`src/rtl/ptw_pkg.sv`:
```
// Shared types and constants for the four-level page table walker.
package ptw_pkg;

  localparam int ENTRIES_PER_TABLE = 512;
  localparam int IDX_W   = $clog2(ENTRIES_PER_TABLE);
  localparam int VA_W    = 48;
  localparam int PA_W    = 52;
  localparam int ENT_W   = 64;
  localparam int FRAME_W = 40;
  localparam int WORD_W  = FRAME_W + IDX_W;
  localparam int ROOT_W  = 15;
  localparam int WIDX_W  = 12;

  localparam int PRESENT_BIT = 0;
  localparam int HUGE_BIT    = 7;

  localparam logic [PA_W-1:0] OFS_1G = 52'h3FFFFFFF;
  localparam logic [PA_W-1:0] OFS_2M = 52'h1FFFFF;
  localparam logic [PA_W-1:0] OFS_4K = 52'hFFF;

  localparam logic REQ_WRITE = 1'b0;
  localparam logic REQ_XLATE = 1'b1;

  localparam logic [1:0] LVL_PML4 = 2'd0;
  localparam logic [1:0] LVL_PDPT = 2'd1;
  localparam logic [1:0] LVL_PD   = 2'd2;
  localparam logic [1:0] LVL_PT   = 2'd3;

  localparam logic [1:0] PS_NONE = 2'd0;
  localparam logic [1:0] PS_4K   = 2'd1;
  localparam logic [1:0] PS_2M   = 2'd2;
  localparam logic [1:0] PS_1G   = 2'd3;

  typedef enum logic [1:0] {
    S_IDLE,
    S_LOOKUP,
    S_CHECK,
    S_RESULT
  } state_t;

  typedef struct packed {
    logic            in_range;
    logic            present;
    logic            leaf;
    logic [1:0]      size;
    logic [PA_W-1:0] pa;
  } step_t;

endpackage

```
`src/rtl/ptw_step.sv`:
```
// Shared walk unit: table word address, range check, entry decode and address sum.
module ptw_step #(
  parameter int STORE_WORDS = 4096
) (
  input  logic [ptw_pkg::FRAME_W-1:0]   look_tbl,
  input  logic [1:0]                    look_level,
  input  logic [1:0]                    dec_level,
  input  logic [ptw_pkg::VA_W-1:0]      va,
  input  logic [ptw_pkg::ENT_W-1:0]     ent,
  output logic [$clog2(STORE_WORDS)-1:0] addr,
  output ptw_pkg::step_t                st
);
  import ptw_pkg::*;

  localparam int AW = $clog2(STORE_WORDS);

  logic [IDX_W-1:0]  idx;
  logic [WORD_W-1:0] word;
  logic [PA_W-1:0]   ofs_mask;
  logic              huge;
  logic              in_range;
  logic              present;
  logic              is_leaf;
  logic [1:0]        leaf_sz;
  logic [PA_W-1:0]   pa;

  always_comb begin
    case (look_level)
      LVL_PML4: idx = va[47:39];
      LVL_PDPT: idx = va[38:30];
      LVL_PD:   idx = va[29:21];
      LVL_PT:   idx = va[20:12];
      default:  idx = va[20:12];
    endcase
  end

  assign word     = {look_tbl, idx};
  assign addr     = word[AW-1:0];
  assign in_range = word < WORD_W'(STORE_WORDS);

  assign huge    = ent[HUGE_BIT];
  assign present = ent[PRESENT_BIT];

  always_comb begin
    is_leaf  = 1'b0;
    leaf_sz  = PS_NONE;
    ofs_mask = OFS_4K;
    case (dec_level)
      LVL_PDPT: begin
        if (huge) begin
          is_leaf  = 1'b1;
          leaf_sz  = PS_1G;
          ofs_mask = OFS_1G;
        end
      end
      LVL_PD: begin
        if (huge) begin
          is_leaf  = 1'b1;
          leaf_sz  = PS_2M;
          ofs_mask = OFS_2M;
        end
      end
      LVL_PT: begin
        is_leaf = 1'b1;
        leaf_sz = PS_4K;
      end
      default: begin
        is_leaf = 1'b0;
      end
    endcase
  end

  assign pa = {ent[51:12], 12'b0} + (PA_W'(va) & ofs_mask);

  assign st = {in_range, present, is_leaf, leaf_sz, pa};

endmodule

```
`config.mk`:
```
export PLATFORM = sky130hd
export DESIGN_NAME = ptw_step
export DESIGN_NICKNAME = d
export VERILOG_FILES = /design/src/rtl/ptw_pkg.sv /design/src/rtl/ptw_step.sv
export SDC_FILE = /design/constraint.sdc
export NUM_CORES = 1
export LEC_CHECK = 0
export BUFFER_PORTS_ARGS = -buffer_cell sky130_fd_sc_hd__buf_4
export CAP_MARGIN = 20
export CORE_AREA = 2 2 86 88
export DETAILED_ROUTE_END_ITERATION = 8
export DIE_AREA = 0 0 88 90
export PLACE_DENSITY = 0.78
export REMOVE_ABC_BUFFERS = 1
export SETUP_SLACK_MARGIN = 0.05
export SYNTH_ARGS = -nofsm -noshare
export SYNTH_HDL_FRONTEND = slang
export SYNTH_SLANG_ARGS = --single-unit
```
`constraint.sdc`:
```
create_clock -name vclk -period 3.2
set_input_delay 0.32 -clock vclk [all_inputs]
set_output_delay 0.32 -clock vclk [all_outputs]
set_load 0.05 [all_outputs]
```
# == Word level (Yosys, flattened, before mapping) ==
# Index checks and enable logic that the tools add are counted.
# totals
mem_bits_rw,0
latchBits,0
reg_bits,0
memories,0
input_bits,156
rom_bits,0
# classes
mul,0
eq_ne,6
n_reduce_logical,2
n_mux,9
order_cmp,1
add_sub_neg,1
div_mod_pow,0
shift,0
n_bitwise,1
# ops
op,count
case mux 30 bit (2 select lines),1
adder 52 bit,1
AND 48 x 52 -> 52 bit,1
less-than comparator 49 x 13 -> 1 bit (second input constant),1
case mux 9 bit (4 select lines),1
two-way mux 30 bit,1
two-way mux 21 bit,1
== test 2 bit (second input constant),4
case mux 2 bit (3 select lines),1
== test 2 x 1 -> 1 bit (second input constant),2
two-way mux 2 bit,2
logical NOT 2 bit,1
case mux 1 bit (2 select lines),1
OR reduction 2 bit,1
two-way mux 1 bit,1

# == Logic depth before layout (Yosys ltp) ==
# depth
depth_word,4
depth_mapped,15
mapped_depth_nobuf,14

# == Worst setup path before layout ==
# OpenSTA, ideal clock, no wires.
# synth_path
kind,input port to output port
start,input dec_level[0]
end,output st[48] (netlist name)
path_stages,15
arrival_time_ns,3.595
setup_slack_ns,-0.715
path_cell_list,inv_1 ha_1 nand2_1 nor2_1 and2_1 ha_1 fa_1 a211oi_2 nor2_2 o31a_4 a21o_2 a31oi_4 buf_6 nor2_1 xnor2_1
# synth_lines
item,line_no,source
"start, declared",ptw_step.sv:7,"input logic [1:0] dec_level,"
"end, declared",ptw_step.sv:11,output ptw_pkg::step_t st

==> metrics.yaml <==
routing:
  dr.pass1.iters: 4
  drt-vias-per-instance: 5.20
  wl_met1_mm: 3.39
  met2_length_mm: 5.60
  finalWirelength_mm: 10.5
  wl_per_cell_um: 18.0
  vias: 3048
  drcViolationCount: 0
  met3_length_mm: 1.26
  ant_nets: 0
  drt_iter0_drc: 77
  maxUsedRoutingLayer: "met5"
worst_setup_path:
  path_buf_inv: 6
  crit_type: "input port to output port"
  slowest_delay_ns: 0.31
  startpoint_type: "input port"
  cp_top_family: "buffers and inverters"
  crit_slowest_cell: "ha_4"
  cp.arrival_ns: 3.14
  end_kind: "output port"
  crit_required_ns: 2.88
  crit_fanout: 6
  cp_cell_sequence: "buf_12 > inv_8 > ha_4 > buf_4 > and3_4 > and2_4 > ha_4 > buf_6 > nand2_2 > o211ai_1 > a221o_1 > a21o_4 > a31oi_4 > buf_12 > nor4_2 > xor2_1 > buf_4"
power:
  power_switching_share_pct: 55.3
  p_clk_share_pct: 0
  peakVddDrop_uv: 111
  p_int_w: 0.000326
  p_seq_share_pct: 0
  p_per_area_nw_per_um2: 161
  p_leak_nw: 2.19
  p_sw_w: 0.000403
  p_comb_share_pct: 100.0
synth:
  yosysWarningCount: 0
  avgSynthCellArea_um2: 7.64
  synth_cell_types: 46
  yosysSeqAreaShare_pct: 0
  synthCells: 264
  synthesis.area_um2: 2020
outcome:
  status: "finished, violations left"
  violations: "setup timing"
die:
  core-area_um2: 7020
  die_area_um2: 7920
  rows: 31
  initial_core_util_pct: 28.7
  ios: 225
  fp.dieH_um: 90
  dieWidth_um: 88
timing:
  hold_slack_ns: 0.640
  max-slew-margin-rel_pct: 67.1
  setup_viol: 26
  fmax_mhz: 289
  fin_crit_sh_pct: 108
  slew_violations: 0
  setup_slack_ns: -0.257
  rsz0062_at_grt: "true"
  layout_min_cycle_time_ns: 3.46
  worst_slew_pin_slew_ns: 0.493
  hold_viol: 0
grt:
  grt_max_degree: 10
  antenna_found_initial: 0
  grt_pass1_wl_mm: 15.3
  grt_overflow_total: 0
  grt.total_usage_pct: 24.0
  grt_pass1_vias: 3153
cells_and_area:
  nets: 668
  final_cell_area_um2: 4520
  syn2layout_area_growth_pct: 124
  seq_cell_count: 0
  drive_above_1_share_pct: 70.2
  regArea_um2: 0
  n_fill_cell: 547
  antenna_cells: 0
  clkbuf_count: 0
  multi_input_area_um2: 2360
place:
  dp_hpwl_mm: 7.82
  portBuffers: 171
  place_congestion: 1.00
  placed_area_um2: 3620
job:
  drv_cap: 0
hold_path:
  hold_path_class: "input port to output port"
cells in the mapped netlist, drive strengths merged (4+ instances only):
cell   number  area share, %
buf        23            8.5
ha         22             14
xnor2      12            5.2
nand3       7            1.7
nor4       14            6.3
o21ai      12            3.0
nor2       22            4.3
a21oi      15            3.7
nand2      21            4.0
xor2       24             10
and2       18            5.6
a21o        4            1.6
mux4        9             10
inv         7            1.3
a31oi       4            2.0
nand4      10            3.1
nor3       10            2.5
worst paths after layout:
| path | from | end | cells after the start |
|---|---|---|---|
| worst min-delay path | va[1] | st[1] | 0 |
| worst max-delay path | dec_level[0] | st[46] | 17 |
stage by stage:
step	worst slack [ns]	total power [W]	std cells	setup TNS (ns)	util, %
after floorplan	-0.766	0.000331	239	-14.04	-
after global placement	-0.357	0.000613	556	-8.11	51.6
after detailed placement	-0.477	0.000620	556	-11.34	51.6
after CTS	-0.342	0.000694	581	-5.33	61.7
after global routing	-0.356	0.000763	586	-6.48	64.4
final	-0.257	0.000729	586	-3.65	64.4
timing repair:
item                       CTS  global route
resized for setup           98            39
setup buffers               25             8
pin swaps                   57            38
setup endpoints to repair   33            33
hold buffers                 0             0
cloned                       2             0
final cells by class:
| cell class | count | share of cell area (%) |
|---|---|---|
| timing repair buffer | 248 | 44.3 |
| inverter | 7 | 0.913 |
| tap | 99 | 2.74 |
| multi-input combinational | 232 | 52.1 |
cell usage in the layout (no fill, tap or decap), drive strengths merged, types with 4 or more instances in the layout:
cell and n:
inv 7, nand3 7, and2 18, buf 248
mux4 9, nor3 10, xnor2 12, nor4 14
xor2 24, ha 22, nand4 10, nand2 21
a31oi 4, a21o 4, o21ai 12, a21oi 15
nor2 22
routing by layer:
metal	GRT usage, %	up-vias
met2	45.9	195
met5	6.29	-
met1	24.1	1414
li1	-	1416
met3	8.54	21
met4	4.10	2
power by group through the flow:
| stage | Combinational [W] | Clock [W] | Sequential (W) |
|---|---|---|---|
| finish | 0.000729 | 0 | 0 |
| global route | 0.000763 | 0 | 0 |
| CTS | 0.000694 | 0 | 0 |
| detailed placement | 0.000620 | 0 | 0 |
| global placement | 0.000613 | 0 | 0 |
| floorplan | 0.000331 | 0 | 0 |
logic make-up after synthesis:
| kind of cell | count (synthesis) | share of synthesized area [%] |
|---|---|---|
| AO/OA/AOI/OAI | 49 | 16.6 |
| buffers and inverters | 32 | 10.2 |
| adder cells (fa/ha/maj) | 23 | 14.6 |
| multiplexers | 9 | 10.1 |
| AND/OR/NAND/NOR | 115 | 32.8 |
| XOR/XNOR | 36 | 15.6 |
No activity file was read; power rests on OpenSTA's default activity.
